==> config.mk <==
export PLATFORM = sky130hd
export DESIGN_NAME = load_cell_weight_reader
export DESIGN_NICKNAME = d
export VERILOG_FILES = /design/src/lcwr_pkg.sv /design/src/lcwr_div.sv /design/src/lcwr_dp.sv /design/src/lcwr_ctrl.sv /design/src/load_cell_weight_reader.sv
export SDC_FILE = /design/constraint.sdc
export NUM_CORES = 1
export LEC_CHECK = 0
export ABC_AREA = 0
export BUFFER_PORTS_ARGS = -buffer_cell sky130_fd_sc_hd__clkbuf_2
export CORE_MARGIN = 3
export CORE_UTILIZATION = 58
export DETAILED_ROUTE_END_ITERATION = 12
export GPL_ROUTABILITY_DRIVEN = 0
export PLACE_DENSITY = 0.74
export REMOVE_ABC_BUFFERS = 1
export SYNTH_ARGS = -nofsm -noshare
export SYNTH_HDL_FRONTEND = slang
export SYNTH_SLANG_ARGS = --single-unit
==> constraint.sdc <==
create_clock -name clock -period 6.53 [get_ports clock]
set_input_delay 0.653 -clock clock [delete_from_list [all_inputs] [get_ports clock]]
set_output_delay 0.653 -clock clock [all_outputs]
set_load 0.01 [all_outputs]
==> src/lcwr_pkg.sv <==
`timescale 1ns / 1ps

package lcwr_pkg;

   // Field and register widths fixed by the interface.
   localparam int WEIGHT_W   = 24;
   localparam int OFFSET_W   = 24;
   localparam int DEN_W      = 16;
   localparam int COUNT_W    = 8;
   localparam int DELAY_W    = 24;
   localparam int CSR_IDX_W  = 3;
   localparam int CSR_DATA_W = 24;

   // Register indexes on the configuration port.
   localparam logic [CSR_IDX_W-1:0] CSR_RAW_OFFSET       = 3'd0;
   localparam logic [CSR_IDX_W-1:0] CSR_COUNTS_PER_GRAM  = 3'd1;
   localparam logic [CSR_IDX_W-1:0] CSR_SAMPLE_COUNT     = 3'd2;
   localparam logic [CSR_IDX_W-1:0] CSR_TARE_GRAMS       = 3'd3;
   localparam logic [CSR_IDX_W-1:0] CSR_POWER_DOWN_TICKS = 3'd4;

   // Register reset values.
   localparam logic [OFFSET_W-1:0] RST_RAW_OFFSET       = 24'd0;
   localparam logic [DEN_W-1:0]    RST_COUNTS_PER_GRAM  = 16'd1;
   localparam logic [COUNT_W-1:0]  RST_SAMPLE_COUNT     = 8'd10;
   localparam logic [DEN_W-1:0]    RST_TARE_GRAMS       = 16'd475;
   localparam logic [DELAY_W-1:0]  RST_POWER_DOWN_TICKS = 24'd3000080;

   // Saturation limits.
   localparam int AVG_MAX    = 8388607;
   localparam int AVG_MIN    = -8388608;
   localparam int WEIGHT_MAX = 16777215;

   typedef struct packed {
      logic start_req;
      logic dt_level;
   } req_type;

   typedef struct packed {
      logic                       sck_level;
      logic                       busy_res;
      logic                       weight_valid;
      logic [WEIGHT_W-1:0]        weight_grams;
      logic signed [WEIGHT_W-1:0] raw_average;
   } rsp_type;

   // Phase of the serial converter protocol, advanced at most once per tick.
   typedef enum logic [2:0] {
      PH_IDLE,
      PH_WAIT,
      PH_HIGH,
      PH_LOW,
      PH_POWER
   } phase_type;

   // Sequencer for the result computation.
   typedef enum logic [2:0] {
      SEQ_READY,
      SEQ_AVG_GO,
      SEQ_AVG_WAIT,
      SEQ_SCALE_GO,
      SEQ_SCALE_WAIT,
      SEQ_OUT
   } seq_type;

   typedef enum logic {
      DIV_AVG,
      DIV_SCALE
   } div_sel_type;

   typedef struct packed {
      logic        clear_meas;
      logic        shift_bit;
      logic        end_sample;
      logic        clear_delay;
      logic        inc_delay;
      logic        div_start;
      div_sel_type div_sel;
      logic        take_avg;
      logic        take_weight;
      logic        rsp_load;
      logic        rsp_sck;
      logic        rsp_busy;
      logic        rsp_valid;
   } ctrl_cmd_type;

   typedef struct packed {
      logic bit_last;
      logic last_sample;
      logic delay_done;
      logic div_done;
   } dp_stat_type;

endpackage

==> src/lcwr_div.sv <==
`timescale 1ns / 1ps

module lcwr_div import lcwr_pkg::*; #(
   parameter int DIV_W = 32
) (
   input  logic                    clock,
   input  logic                    reset,
   input  logic                    start,
   input  logic signed [DIV_W-1:0] dividend,
   input  logic [DEN_W-1:0]        divisor,
   output logic                    done,
   output logic signed [DIV_W-1:0] quotient
);

   localparam int CNT_W = $clog2(DIV_W + 1);

   logic               busy_ff, busy_in;
   logic               done_ff, done_in;
   logic               neg_ff, neg_in;
   logic [CNT_W-1:0]   count_ff, count_in;
   logic [DEN_W-1:0]   rem_ff, rem_in;
   logic [DEN_W-1:0]   den_ff, den_in;
   logic [DIV_W-1:0]   quo_ff, quo_in;
   logic [DEN_W:0]     rem_shift;
   logic [DEN_W:0]     trial;

   // One restoring step per cycle on the magnitude; sign applied at the end.
   always_comb begin
      busy_in   = busy_ff;
      done_in   = 1'b0;
      neg_in    = neg_ff;
      count_in  = count_ff;
      rem_in    = rem_ff;
      den_in    = den_ff;
      quo_in    = quo_ff;
      rem_shift = {rem_ff, quo_ff[DIV_W-1]};
      trial     = rem_shift - {1'b0, den_ff};
      if (start) begin
         busy_in  = 1'b1;
         neg_in   = dividend[DIV_W-1];
         count_in = CNT_W'(DIV_W);
         rem_in   = '0;
         den_in   = divisor;
         quo_in   = dividend[DIV_W-1] ? (~dividend + 1'b1) : dividend;
      end else if (busy_ff) begin
         if (!trial[DEN_W]) begin
            rem_in = trial[DEN_W-1:0];
            quo_in = {quo_ff[DIV_W-2:0], 1'b1};
         end else begin
            rem_in = rem_shift[DEN_W-1:0];
            quo_in = {quo_ff[DIV_W-2:0], 1'b0};
         end
         count_in = count_ff - 1'b1;
         if (count_ff == CNT_W'(1)) begin
            busy_in = 1'b0;
            done_in = 1'b1;
         end
      end
   end

   always_ff @(posedge clock) begin
      if (reset) begin
         busy_ff  <= 1'b0;
         done_ff  <= 1'b0;
         count_ff <= '0;
      end else begin
         busy_ff  <= busy_in;
         done_ff  <= done_in;
         count_ff <= count_in;
      end
      neg_ff <= neg_in;
      rem_ff <= rem_in;
      den_ff <= den_in;
      quo_ff <= quo_in;
   end

   assign done     = done_ff;
   assign quotient = neg_ff ? -$signed(quo_ff) : $signed(quo_ff);

endmodule

==> src/lcwr_dp.sv <==
`timescale 1ns / 1ps

module lcwr_dp import lcwr_pkg::*; #(
   parameter int RAW_BITS = 24
) (
   input  logic                  clock,
   input  logic                  reset,
   input  logic                  csr_wr_en,
   input  logic [CSR_IDX_W-1:0]  csr_index,
   input  logic [CSR_DATA_W-1:0] csr_wdata,
   input  logic                  dt_level,
   input  ctrl_cmd_type          cmd,
   output dp_stat_type           stat,
   output rsp_type               rsp_data
);

   localparam int SUM_W = RAW_BITS + COUNT_W;
   localparam int DIV_W = (SUM_W > OFFSET_W + 1) ? SUM_W : OFFSET_W + 1;
   localparam int BIT_W = $clog2(RAW_BITS + 1);

   localparam logic signed [DIV_W-1:0] AVG_HI = DIV_W'(AVG_MAX);
   localparam logic signed [DIV_W-1:0] AVG_LO = DIV_W'(AVG_MIN);
   localparam logic signed [DIV_W:0]   W_HI   = (DIV_W + 1)'(WEIGHT_MAX);

   // Configuration registers.
   logic [OFFSET_W-1:0] raw_offset_ff;
   logic [DEN_W-1:0]    counts_per_gram_ff;
   logic [COUNT_W-1:0]  sample_count_ff;
   logic [DEN_W-1:0]    tare_grams_ff;
   logic [DELAY_W-1:0]  power_down_ticks_ff;

   // Measurement state.
   logic [BIT_W-1:0]           bit_index_ff, bit_index_in;
   logic [RAW_BITS-1:0]        shift_word_ff, shift_word_in;
   logic [COUNT_W-1:0]         sample_index_ff, sample_index_in;
   logic signed [SUM_W-1:0]    raw_sum_ff, raw_sum_in;
   logic [DELAY_W-1:0]         delay_count_ff, delay_count_in;
   logic [WEIGHT_W-1:0]        last_weight_ff, last_weight_in;
   logic signed [WEIGHT_W-1:0] last_average_ff, last_average_in;
   rsp_type                    rsp_ff;

   logic [COUNT_W-1:0]         sample_next;
   logic [COUNT_W-1:0]         count_eff;
   logic [DEN_W-1:0]           cpg_eff;
   logic signed [RAW_BITS-1:0] sample_s;
   logic signed [OFFSET_W:0]   corrected;
   logic signed [DIV_W-1:0]    div_dividend;
   logic [DEN_W-1:0]           div_divisor;
   logic                       div_done;
   logic signed [DIV_W-1:0]    div_quotient;
   logic signed [DIV_W:0]      net_weight;

   // Configuration writes; unknown indexes are dropped.
   always_ff @(posedge clock) begin
      if (reset) begin
         raw_offset_ff       <= RST_RAW_OFFSET;
         counts_per_gram_ff  <= RST_COUNTS_PER_GRAM;
         sample_count_ff     <= RST_SAMPLE_COUNT;
         tare_grams_ff       <= RST_TARE_GRAMS;
         power_down_ticks_ff <= RST_POWER_DOWN_TICKS;
      end else if (csr_wr_en) begin
         case (csr_index)
            CSR_RAW_OFFSET:       raw_offset_ff       <= csr_wdata[OFFSET_W-1:0];
            CSR_COUNTS_PER_GRAM:  counts_per_gram_ff  <= csr_wdata[DEN_W-1:0];
            CSR_SAMPLE_COUNT:     sample_count_ff     <= csr_wdata[COUNT_W-1:0];
            CSR_TARE_GRAMS:       tare_grams_ff       <= csr_wdata[DEN_W-1:0];
            CSR_POWER_DOWN_TICKS: power_down_ticks_ff <= csr_wdata[DELAY_W-1:0];
            default: begin
            end
         endcase
      end
   end

   // Zero counts act as one.
   assign count_eff   = (sample_count_ff == '0) ? COUNT_W'(1) : sample_count_ff;
   assign cpg_eff     = (counts_per_gram_ff == '0) ? DEN_W'(1) : counts_per_gram_ff;
   assign sample_next = (sample_index_ff == '1) ? sample_index_ff : sample_index_ff + 1'b1;
   assign sample_s    = signed'(shift_word_ff);

   assign stat.bit_last    = (bit_index_ff == BIT_W'(RAW_BITS));
   assign stat.last_sample = (sample_next >= count_eff);
   assign stat.delay_done  = (delay_count_ff >= power_down_ticks_ff);
   assign stat.div_done    = div_done;

   // Dividend and divisor for the shared divider.
   assign corrected = {last_average_ff[WEIGHT_W-1], last_average_ff}
                    - {raw_offset_ff[OFFSET_W-1], raw_offset_ff};
   always_comb begin
      if (cmd.div_sel == DIV_SCALE) begin
         div_dividend = DIV_W'(corrected);
         div_divisor  = cpg_eff;
      end else begin
         div_dividend = DIV_W'(raw_sum_ff);
         div_divisor  = {{(DEN_W - COUNT_W){1'b0}}, count_eff};
      end
   end

   lcwr_div #(
      .DIV_W(DIV_W)
   ) u_div (
      .clock   (clock),
      .reset   (reset),
      .start   (cmd.div_start),
      .dividend(div_dividend),
      .divisor (div_divisor),
      .done    (div_done),
      .quotient(div_quotient)
   );

   assign net_weight = (DIV_W + 1)'(div_quotient) - (DIV_W + 1)'({1'b0, tare_grams_ff});

   // Next values of the measurement state.
   always_comb begin
      bit_index_in    = bit_index_ff;
      shift_word_in   = shift_word_ff;
      sample_index_in = sample_index_ff;
      raw_sum_in      = raw_sum_ff;
      delay_count_in  = delay_count_ff;
      last_weight_in  = last_weight_ff;
      last_average_in = last_average_ff;

      if (cmd.clear_meas) begin
         bit_index_in    = '0;
         shift_word_in   = '0;
         sample_index_in = '0;
         raw_sum_in      = '0;
      end

      // Serial bit capture after the falling clock edge.
      if (cmd.shift_bit) begin
         if (bit_index_ff < BIT_W'(RAW_BITS)) begin
            shift_word_in = {shift_word_ff[RAW_BITS-2:0], dt_level};
         end
         bit_index_in = bit_index_ff + 1'b1;
      end

      // Close out one reading.
      if (cmd.end_sample) begin
         raw_sum_in      = raw_sum_ff + SUM_W'(sample_s);
         bit_index_in    = '0;
         shift_word_in   = '0;
         sample_index_in = sample_next;
      end

      if (cmd.clear_delay) begin
         delay_count_in = '0;
      end else if (cmd.inc_delay) begin
         delay_count_in = delay_count_ff + 1'b1;
      end

      // Saturate the average to the signed field range.
      if (cmd.take_avg) begin
         if (div_quotient > AVG_HI) begin
            last_average_in = WEIGHT_W'(AVG_MAX);
         end else if (div_quotient < AVG_LO) begin
            last_average_in = WEIGHT_W'(AVG_MIN);
         end else begin
            last_average_in = div_quotient[WEIGHT_W-1:0];
         end
      end

      // Clamp the weight at zero and at the field maximum.
      if (cmd.take_weight) begin
         if (net_weight[DIV_W]) begin
            last_weight_in = '0;
         end else if (net_weight > W_HI) begin
            last_weight_in = WEIGHT_W'(WEIGHT_MAX);
         end else begin
            last_weight_in = net_weight[WEIGHT_W-1:0];
         end
      end
   end

   always_ff @(posedge clock) begin
      if (reset) begin
         bit_index_ff    <= '0;
         shift_word_ff   <= '0;
         sample_index_ff <= '0;
         raw_sum_ff      <= '0;
         delay_count_ff  <= '0;
         last_weight_ff  <= '0;
         last_average_ff <= '0;
      end else begin
         bit_index_ff    <= bit_index_in;
         shift_word_ff   <= shift_word_in;
         sample_index_ff <= sample_index_in;
         raw_sum_ff      <= raw_sum_in;
         delay_count_ff  <= delay_count_in;
         last_weight_ff  <= last_weight_in;
         last_average_ff <= last_average_in;
      end
   end

   // Output register payload.
   always_ff @(posedge clock) begin
      if (cmd.rsp_load) begin
         rsp_ff.sck_level    <= cmd.rsp_sck;
         rsp_ff.busy_res     <= cmd.rsp_busy;
         rsp_ff.weight_valid <= cmd.rsp_valid;
         rsp_ff.weight_grams <= last_weight_ff;
         rsp_ff.raw_average  <= last_average_ff;
      end
   end

   assign rsp_data = rsp_ff;

endmodule

==> src/lcwr_ctrl.sv <==
`timescale 1ns / 1ps

module lcwr_ctrl import lcwr_pkg::*; (
   input  logic         clock,
   input  logic         reset,
   input  logic         req_valid,
   output logic         req_stall,
   input  req_type      req_data,
   output logic         rsp_valid,
   input  logic         rsp_stall,
   output ctrl_cmd_type cmd,
   input  dp_stat_type  stat
);

   phase_type phase_ff, phase_in;
   seq_type   seq_ff, seq_in;
   logic      rsp_valid_ff, rsp_valid_in;
   logic      out_free;
   logic      accept;

   always_ff @(posedge clock) begin
      if (reset) begin
         phase_ff     <= PH_IDLE;
         seq_ff       <= SEQ_READY;
         rsp_valid_ff <= 1'b0;
      end else begin
         phase_ff     <= phase_in;
         seq_ff       <= seq_in;
         rsp_valid_ff <= rsp_valid_in;
      end
   end

   assign out_free  = !rsp_valid_ff || !rsp_stall;
   assign req_stall = !((seq_ff == SEQ_READY) && out_free);
   assign accept    = req_valid && !req_stall;
   assign rsp_valid = rsp_valid_ff;

   // Next state and commands.
   always_comb begin
      phase_in     = phase_ff;
      seq_in       = seq_ff;
      cmd          = '0;
      cmd.div_sel  = DIV_AVG;
      rsp_valid_in = rsp_valid_ff && rsp_stall;

      case (seq_ff)
         SEQ_READY: begin
            if (accept) begin
               cmd.rsp_load = 1'b1;
               cmd.rsp_busy = 1'b1;
               case (phase_ff)
                  PH_WAIT: begin
                     if (!req_data.dt_level) begin
                        phase_in = PH_HIGH;
                     end
                  end
                  PH_HIGH: begin
                     cmd.rsp_sck = 1'b1;
                     phase_in    = PH_LOW;
                  end
                  PH_LOW: begin
                     cmd.shift_bit = 1'b1;
                     if (stat.bit_last) begin
                        cmd.end_sample = 1'b1;
                        if (stat.last_sample) begin
                           // The response waits for the average and weight.
                           cmd.rsp_load    = 1'b0;
                           cmd.clear_delay = 1'b1;
                           phase_in        = PH_POWER;
                           seq_in          = SEQ_AVG_GO;
                        end else begin
                           phase_in = PH_WAIT;
                        end
                     end else begin
                        phase_in = PH_HIGH;
                     end
                  end
                  PH_POWER: begin
                     if (!stat.delay_done) begin
                        cmd.rsp_sck   = 1'b1;
                        cmd.inc_delay = 1'b1;
                     end else begin
                        phase_in = PH_IDLE;
                     end
                  end
                  default: begin
                     phase_in = PH_IDLE;
                     if (req_data.start_req) begin
                        cmd.clear_meas = 1'b1;
                        phase_in       = PH_WAIT;
                     end else begin
                        cmd.rsp_busy = 1'b0;
                     end
                  end
               endcase
            end
         end
         SEQ_AVG_GO: begin
            cmd.div_start = 1'b1;
            cmd.div_sel   = DIV_AVG;
            seq_in        = SEQ_AVG_WAIT;
         end
         SEQ_AVG_WAIT: begin
            if (stat.div_done) begin
               cmd.take_avg = 1'b1;
               seq_in       = SEQ_SCALE_GO;
            end
         end
         SEQ_SCALE_GO: begin
            cmd.div_start = 1'b1;
            cmd.div_sel   = DIV_SCALE;
            seq_in        = SEQ_SCALE_WAIT;
         end
         SEQ_SCALE_WAIT: begin
            cmd.div_sel = DIV_SCALE;
            if (stat.div_done) begin
               cmd.take_weight = 1'b1;
               seq_in          = SEQ_OUT;
            end
         end
         SEQ_OUT: begin
            if (out_free) begin
               cmd.rsp_load  = 1'b1;
               cmd.rsp_busy  = 1'b1;
               cmd.rsp_valid = 1'b1;
               seq_in        = SEQ_READY;
            end
         end
         default: begin
            seq_in = SEQ_READY;
         end
      endcase

      if (cmd.rsp_load) begin
         rsp_valid_in = 1'b1;
      end
   end

   // No request is taken while a result is being computed.
   a_no_accept_while_computing: assert property (@(posedge clock) disable iff (reset)
      (seq_ff != SEQ_READY) |-> req_stall)
      else $error("request accepted while the result sequencer is busy");

   // The divider only finishes while the sequencer waits for it.
   a_div_done_expected: assert property (@(posedge clock) disable iff (reset)
      stat.div_done |-> (seq_ff == SEQ_AVG_WAIT || seq_ff == SEQ_SCALE_WAIT))
      else $error("divider finished outside a wait state");

   // A finished result is posted and leaves the block in power-down.
   a_result_posted: assert property (@(posedge clock) disable iff (reset)
      (seq_ff == SEQ_OUT && out_free) |=> (rsp_valid && phase_ff == PH_POWER))
      else $error("weight result not posted in power-down phase");

endmodule

==> src/load_cell_weight_reader.sv <==
`timescale 1ns / 1ps

// Channel  Direction  Ports                               Moves
// req      in         req_valid, req_stall, req_data      one tick: start_req, dt_level
// rsp      out        rsp_valid, rsp_stall, rsp_data      one tick result per request
// csr      in         csr_wr_en, csr_index, csr_wdata     register writes, no read-back
//
// An ordinary tick's response sits in an output register. The tick that closes the last
// sample waits for the one-bit-per-cycle divider (DIV_W = 32 for 24-bit readings), run
// for the average and then the scale; no request is taken until its result is posted.
// Reset is synchronous and active high; it loads the register defaults and idles the block.
// A stalled response holds; a new request is taken in the same cycle the old one leaves.
module load_cell_weight_reader import lcwr_pkg::*; #(
   parameter int RAW_BITS = 24
) (
   input  logic                  clock,
   input  logic                  reset,
   input  logic                  req_valid,
   output logic                  req_stall,
   input  req_type               req_data,
   output logic                  rsp_valid,
   input  logic                  rsp_stall,
   output rsp_type               rsp_data,
   input  logic                  csr_wr_en,
   input  logic [CSR_IDX_W-1:0]  csr_index,
   input  logic [CSR_DATA_W-1:0] csr_wdata
);

   ctrl_cmd_type cmd;
   dp_stat_type  stat;

   lcwr_ctrl u_ctrl (
      .clock    (clock),
      .reset    (reset),
      .req_valid(req_valid),
      .req_stall(req_stall),
      .req_data (req_data),
      .rsp_valid(rsp_valid),
      .rsp_stall(rsp_stall),
      .cmd      (cmd),
      .stat     (stat)
   );

   lcwr_dp #(
      .RAW_BITS(RAW_BITS)
   ) u_dp (
      .clock    (clock),
      .reset    (reset),
      .csr_wr_en(csr_wr_en),
      .csr_index(csr_index),
      .csr_wdata(csr_wdata),
      .dt_level (req_data.dt_level),
      .cmd      (cmd),
      .stat     (stat),
      .rsp_data (rsp_data)
   );

endmodule
======== Word-level counts from Yosys, hierarchy flattened ========
Index checks and enable logic that the tools add are counted.
word-level totals
  bits in registers ....................... 360
  latch bits .............................. 0
  bits in writable memories ............... 0
  memory bits (read-only) ................. 0
  input port bits ......................... 34
  memories kept ........................... 0
operators by class
  $add $sub $neg .......................... 10
  multiply operators ...................... 0
  div/mod/pow operators ................... 0
  order comparisons ....................... 6
  eq/ne operators ......................... 25
  shift operators ......................... 0
  mux-type cells .......................... 69
  bitwise gates (word level) .............. 3
  reduce and logical (&&, ||, !) cells .... 30
operator list
  cell                                                                                number
  32-bit two-way mux                                                                  7
  24-bit two-way mux                                                                  7
  8-bit two-way mux                                                                   6
  3-bit two-way mux                                                                   13
  33-bit by 25-bit greater-than comparator with 1-bit output (second input constant)  1
  32-bit by 17-bit subtractor with 33-bit output                                      1
  32-bit by 1-bit adder with 32-bit output (second input constant)                    1
  32-bit by 24-bit adder with 32-bit output                                           1
  32-bit by 24-bit greater-than comparator with 1-bit output (second input constant)  1
  32-bit by 24-bit less-than comparator with 1-bit output (second input constant)     1
  32-bit negation                                                                     1
  32-bit inverter                                                                     1
  24-bit by 24-bit subtractor with 25-bit output                                      1
  24-bit by 1-bit adder with 24-bit output (second input constant)                    1
  24-bit greater-or-equal comparator                                                  1
  1-bit two-way mux                                                                   22
  5-bit two-way mux                                                                   4
  3-bit by 2-bit == test with 1-bit output (second input constant)                    6
  3-bit one-hot mux with 6 select lines                                               1
  17-bit by 16-bit subtractor with 17-bit output                                      1
  16-bit zero test                                                                    1
  16-bit two-way mux                                                                  1
  3-bit == test (second input constant)                                               4
  6-bit two-way mux                                                                   2
  27 further kinds                                                                    57

======== Longest topological paths before layout ========
  depth in word-level cells ............... 11
  depth in mapped cells ................... 20

======== Modules after synthesis ========
From an unflattened synthesis, not the netlist that was laid out.
second synthesis, totals
  cells, all modules ...................... 2457
  area, all modules ....................... 20947.6 um^2
modules (own cells, without submodules)
  module     times used  cells an instance  area an instance (um^2)  sequential area each (um^2)
  lcwr_dp    1           1821               15434.8                  6115.9
  lcwr_div   1           564                4959.8                   1951.9
  lcwr_ctrl  1           72                 553.0                    140.1

======== Worst setup path after synthesis ========
Ideal clock, no wire load.
  kind .................................... register to register
  start point ............................. register u_dp.u_div.quo_ff[0]
  end point ............................... register u_dp.last_weight_ff[10]
  setup time .............................. 0.136 ns
  arrival time ............................ 4.849 ns
  required time ........................... 6.394 ns
  setup slack ............................. 1.545 ns
  stages on the path, launching flop included .. 21
  buffers on the path ..................... 1
  cells stage by stage .................... edfxtp_1 > inv_1 > ha_1 > or4b_1 > or4_1 > or2_2 > o21ai_0 > xnor2_1 > ha_1 > nand2_1 > inv_1 > a221o_1 > a21oi_1 > nand3_1 > a21o_1 > nor4_2 > nand2_1 > mux2i_1 > nor4b_4 > buf_4 > a31oi_1
on the way
  cells in the longest elaborated chain, start to end .. 6
ends and longest elaborated chain
  what                                                        line            RTL
  from (decl)                                                 lcwr_div.sv:23  logic [DIV_W-1:0] quo_ff, quo_in;
  from (signal assigned)                                      lcwr_div.sv:74  quo_ff <= quo_in;
  32-bit negation                                             lcwr_div.sv:78  assign quotient = neg_ff ? -$signed(quo_ff) : $signed(quo_ff);
  32-bit two-way mux *                                        lcwr_div.sv:78
  32-bit by 17-bit subtractor with 33-bit output *            lcwr_dp.sv:110  assign net_weight = (DIV_W + 1)'(div_quotient) - (DIV_W + 1)'({1'b0, tare_grams_ff});
  33-bit by 25-bit greater-than comparator with 1-bit output  lcwr_dp.sv:166  end else if (net_weight > W_HI) begin
  24-bit two-way mux                                          lcwr_dp.sv:166
  24-bit two-way mux *                                        lcwr_dp.sv:164  if (net_weight[DIV_W]) begin
  to (signal assigned)                                        lcwr_dp.sv:189  last_weight_ff <= last_weight_in;
  to (decl)                                                   lcwr_dp.sv:38   logic [WEIGHT_W-1:0] last_weight_ff, last_weight_in;
Mark *: on every way between the ends. The rest lies on a longest branch, timed or not.
A chain may end at the register's enable or synchronous reset.

======== Worst setup path in the final report ========
  start point ............................. register u_dp.u_div.quo_ff[0]
  end point ............................... register u_dp.last_weight_ff[16]
The elaborated chain is that of the path after synthesis.

==> impl.org <==
** STA
- After routing, the total negative slack on setup checks comes to 0 ns.
- After layout, the minimum clock period comes to between 5 and 6 ns.
- After layout, the worst setup slack is 0.8391 ns.
- Period utilization :: 0.8715
- At the pin with the least slew margin, the transition time is 1.261 ns.
- In this run the tightest slew margin relative to its limit is 0.1591.
- The count of endpoints failing hold in the final timing report came to 0.
- Max-slew violation total from the final report :: 0
- RSZ-0062 raised after global routing :: false
- Final Skew :: 0.02605 ns
- Setup violations remaining at the end of the flow were counted as 0.
- Max Clk Rate :: between 0.15 and 0.2 GHz

** Floorplanning
- Measured along the x axis, the die boundary spans 196.8 um.
- Die Y-Extent :: between 150 and 200 um
- After floorplanning, the core was divided into approximately 70 placement rows.
- Initial standard-cell utilization of the core :: 0.5909
- 87 I/O pins were placed.
- After floorplanning, the core was sized to cover 35740 um^2.
- The die covers 38740 um^2.

** Clock network
- CTS sink cnt :: 360
- Maximum root-to-sink buffer count :: 3
- Clock slew at the register clock pins of the worst setup and hold paths :: ~0.06 ns
- Once the clock tree was built, the resizer swapped 0 gates to a different size.
- Postcts setup bufs :: 0
- TritonCTS built the clock tree.
- The tree is rooted in a sky130_fd_sc_hd__clkbuf_16.
- After clock tree synthesis, the flow added hold-fix buffers numbering 0.
- Counting the buffers created by CTS gives 40.
- CTS HTree Levels :: 2
- Clock latency on the worst-skew pair :: 0.55 ns

** Power
- Static leakage power :: 9.416 nW
- Cell Pwr Density :: around 230 nW/um^2
- Across the VDD grid, the largest voltage drop is about 0.00016 V.

** Final layout
- After the last flow step, the layout net total stands at approximately 2.7k.
- 0 antenna diodes ended up in the layout.
- Filler cell count in the final layout :: 3025
- Utilization after layout :: 0.6529
- Compared with the post-synthesis result, the final layout area differs by 10.49%.
- Flip-flop count of the largest register after layout :: 51
- Share of cells above drive strength 1 :: 0.08608

** Yosys
- A synthesized cell averages 8.372 um^2.
- Number of storage elements in the synthesis netlist :: 360
- Yosys mapped a number of flops with a built-in enable equal to 100.
- Synthesis handed over a netlist of approximately 2.5k instances.
- Syn Std Cell Area :: between 20000 and 25000 um^2
- Counting flops with an async set or reset pin after synthesis yields a share of 0.
- In the synthesized netlist the dominant register cell turns out to be sky130_fd_sc_hd__dfxtp_1.
- Sequential-to-total area share from yosys stat :: 0.3886
- Yosys warns :: 0
- Number of distinct library cells after synthesis :: 90

** Route
- Detailed route wirelength on metal3 :: 3600 um
- Wire segments on met2 add up to 25370 um in the final route.
- Uppermost signal routing layer after detailed routing :: met4
- In the routed layout, each cell is associated on average with a via count of 6.141.
- The routed layout has 18.67k vias.
- Once detail routing completed, the nets flagged for antenna violations numbered 0.
- For this block, the initial DRC count from the detailed router was 1578.
- The first TritonRoute pass finished after 6 iterations.
- Sum of routed wire length over all layers :: about 57000 um
- Routed length per instance :: ~19 um
- Final routed DRC violation total :: 0
- In the final routing, the length of wire on met1 measures 25130 um.

** Worst setup path
- Sequence of cells on the critical path :: inv_1, ha_1, or4b_1, or4_1, or2_2, o21ai_0, xnor2_1, ha_1, nand2_1, inv_1, a221o_1, a21oi_1, nand3_1, a21o_1, nor4_2, nand2_1, mux2i_1, nor4b_4, buf_4, a41oi_1
- CP endpoint kind :: flop
- Broken down by cell family, the worst path's largest delay share belongs to simple AND/OR/NAND/NOR gates.
- Crit path kind :: reg2reg
- Data arrival, critical path :: 6.10 ns
- STA classifies the critical path startpoint as a flop.
- Of all nets on the critical path, the largest fanout is 24.
- For the worst setup path, the data required time is 6.93 ns.
- Counting both buffers and inverters, the worst setup path holds a total of 3.
- Slowest cell on crit path :: sky130_fd_sc_hd__or4b_1
- Maximum cell stage delay along the critical path :: around 0.55 ns

** Worst hold path
- Class of the tightest hold or removal check :: in2reg

** Global route
- Maximum number of pins on one net before global-route repair :: about 120
- The number of global-route vias before repair is 17.29k.
- Total gr overflow :: 0
- Wire length of the first global-routing pass :: 91580 um
- Number of antenna violations at the first check in global routing :: 0
- Global Route Usage Sum :: 0.2892

** Run
- Max-cap violations in this run came to 0.

** Placement
- The HPWL after detailed placement is 41960 um.
- During placement, the flow inserted port buffers numbering 86.
- OpenSTA, run right after detailed placement, puts the worst setup slack at 0.9475 ns.

** Status
- Status :: finished, final reports clean
kinds of logic after synthesis:
group                    count (synthesis)  synth area share
AO/OA/AOI/OAI                          680            0.2019
XOR/XNOR                               161           0.06676
adder cells (fa/ha/maj)                132           0.07962
buffers and inverters                  261           0.04721
flip-flops                             360            0.3886
multiplexers                            31           0.01493
AND/OR/NAND/NOR                        898            0.2010
cell usage after synthesis, drive strengths merged (16+ instances only):
master    n  area share
nand2   390       0.070
dfxtp   260        0.25
a21oi   256       0.061
nor2    179       0.032
inv     138       0.025
o21ai   131       0.031
ha      128       0.076
clkbuf  107       0.019
edfxtp  100        0.14
xnor2    97       0.040
nand3    76       0.018
xor2     64       0.027
a21o     44       0.016
a211oi   40       0.014
nor3     39       0.010
a22oi    31       0.011
a31oi    29      0.0086
nand3b   28       0.010
mux2i    27       0.013
and2     25      0.0074
nor2b    23      0.0068
nor4     21      0.0075
o31ai    21      0.0075
nand2b   20      0.0059
and3     18      0.0053
nand4    18      0.0053
a41oi    16      0.0066
buf      16      0.0037
layer usage:
metal | GRT usage | up-vias
li1 | - | 9053
met1 | 0.3971 | 8785
met2 | 0.4562 | 692
met3 | 0.03419 | 139
met4 | 0.1423 | 0
met5 | 0 | -
report_power, final:
part           switching [mW]  leakage, nW  internal, mW
registers              0.0335         3.05          2.34
clock network           0.935        0.727          1.55
logic                   0.267         5.64         0.165
worst paths after layout:
check                                                         from                                         to  slack, ns  cells after the start
worst max-delay path                u_dp.u_div.quo_ff[0]$_DFFE_PP_       u_dp.last_weight_ff[16]$_SDFFE_PP0P_       0.84                     20
worst min-delay path                                 csr_wdata[16]  u_dp.power_down_ticks_ff[16]$_SDFFE_PP1P_       0.33                      3
worst max register to register      u_dp.u_div.quo_ff[0]$_DFFE_PP_       u_dp.last_weight_ff[16]$_SDFFE_PP0P_       0.84                     20
worst min register to register  u_dp.tare_grams_ff[9]$_SDFFE_PP0P_         u_dp.tare_grams_ff[9]$_SDFFE_PP0P_       0.46                      2
layout make-up:
class                   instances  area, um^2  share of cell area
flip-flops and latches        360        8208              0.3517
multi-input cells            1902       11960              0.5124
well taps                     461       576.8             0.02472
repair buffers                106       595.6             0.02552
clock buffers                  50        1162             0.04981
clock inverters                23       317.8             0.01362
inverters                     138       518.0             0.02220
cell usage in the layout (no fill, tap or decap), types with 24 or more instances in the layout:
cell and instances:
sky130_fd_sc_hd__nand2_1 387, sky130_fd_sc_hd__dfxtp_1 260, sky130_fd_sc_hd__a21oi_1 255, sky130_fd_sc_hd__nor2_1 178, sky130_fd_sc_hd__inv_1 136, sky130_fd_sc_hd__o21ai_0 130, sky130_fd_sc_hd__ha_1 128, sky130_fd_sc_hd__edfxtp_1 100
sky130_fd_sc_hd__xnor2_1 96, sky130_fd_sc_hd__clkbuf_2 85, sky130_fd_sc_hd__nand3_1 75, sky130_fd_sc_hd__xor2_1 64, sky130_fd_sc_hd__a21o_1 44, sky130_fd_sc_hd__clkbuf_16 43, sky130_fd_sc_hd__a211oi_1 39, sky130_fd_sc_hd__nor3_1 36
sky130_fd_sc_hd__a22oi_1 30, sky130_fd_sc_hd__a31oi_1 28, sky130_fd_sc_hd__nand3b_1 28, sky130_fd_sc_hd__mux2i_1 27, sky130_fd_sc_hd__and2_1 24
through the flow:
step	cells	instance area (um^2)	hold WS [ns]	total power, mW
2_1_floorplan	2400	20640	0.4303	2.702
3_3_place_gp	2967	21860	0.4419	2.833
3_5_place_dp	2967	21860	0.4409	2.846
4_1_cts	3040	23340	0.3130	5.314
5_1_grt	3040	23340	0.3429	5.459
6_report	3040	23340	0.3269	5.287
tightest hold or removal path: cells and delay by family:
family,cells,cell delay [ns]
buffers and inverters,1,0.09
and+or+nand+nor,2,0.11
(Power assumes the default switching activity.)
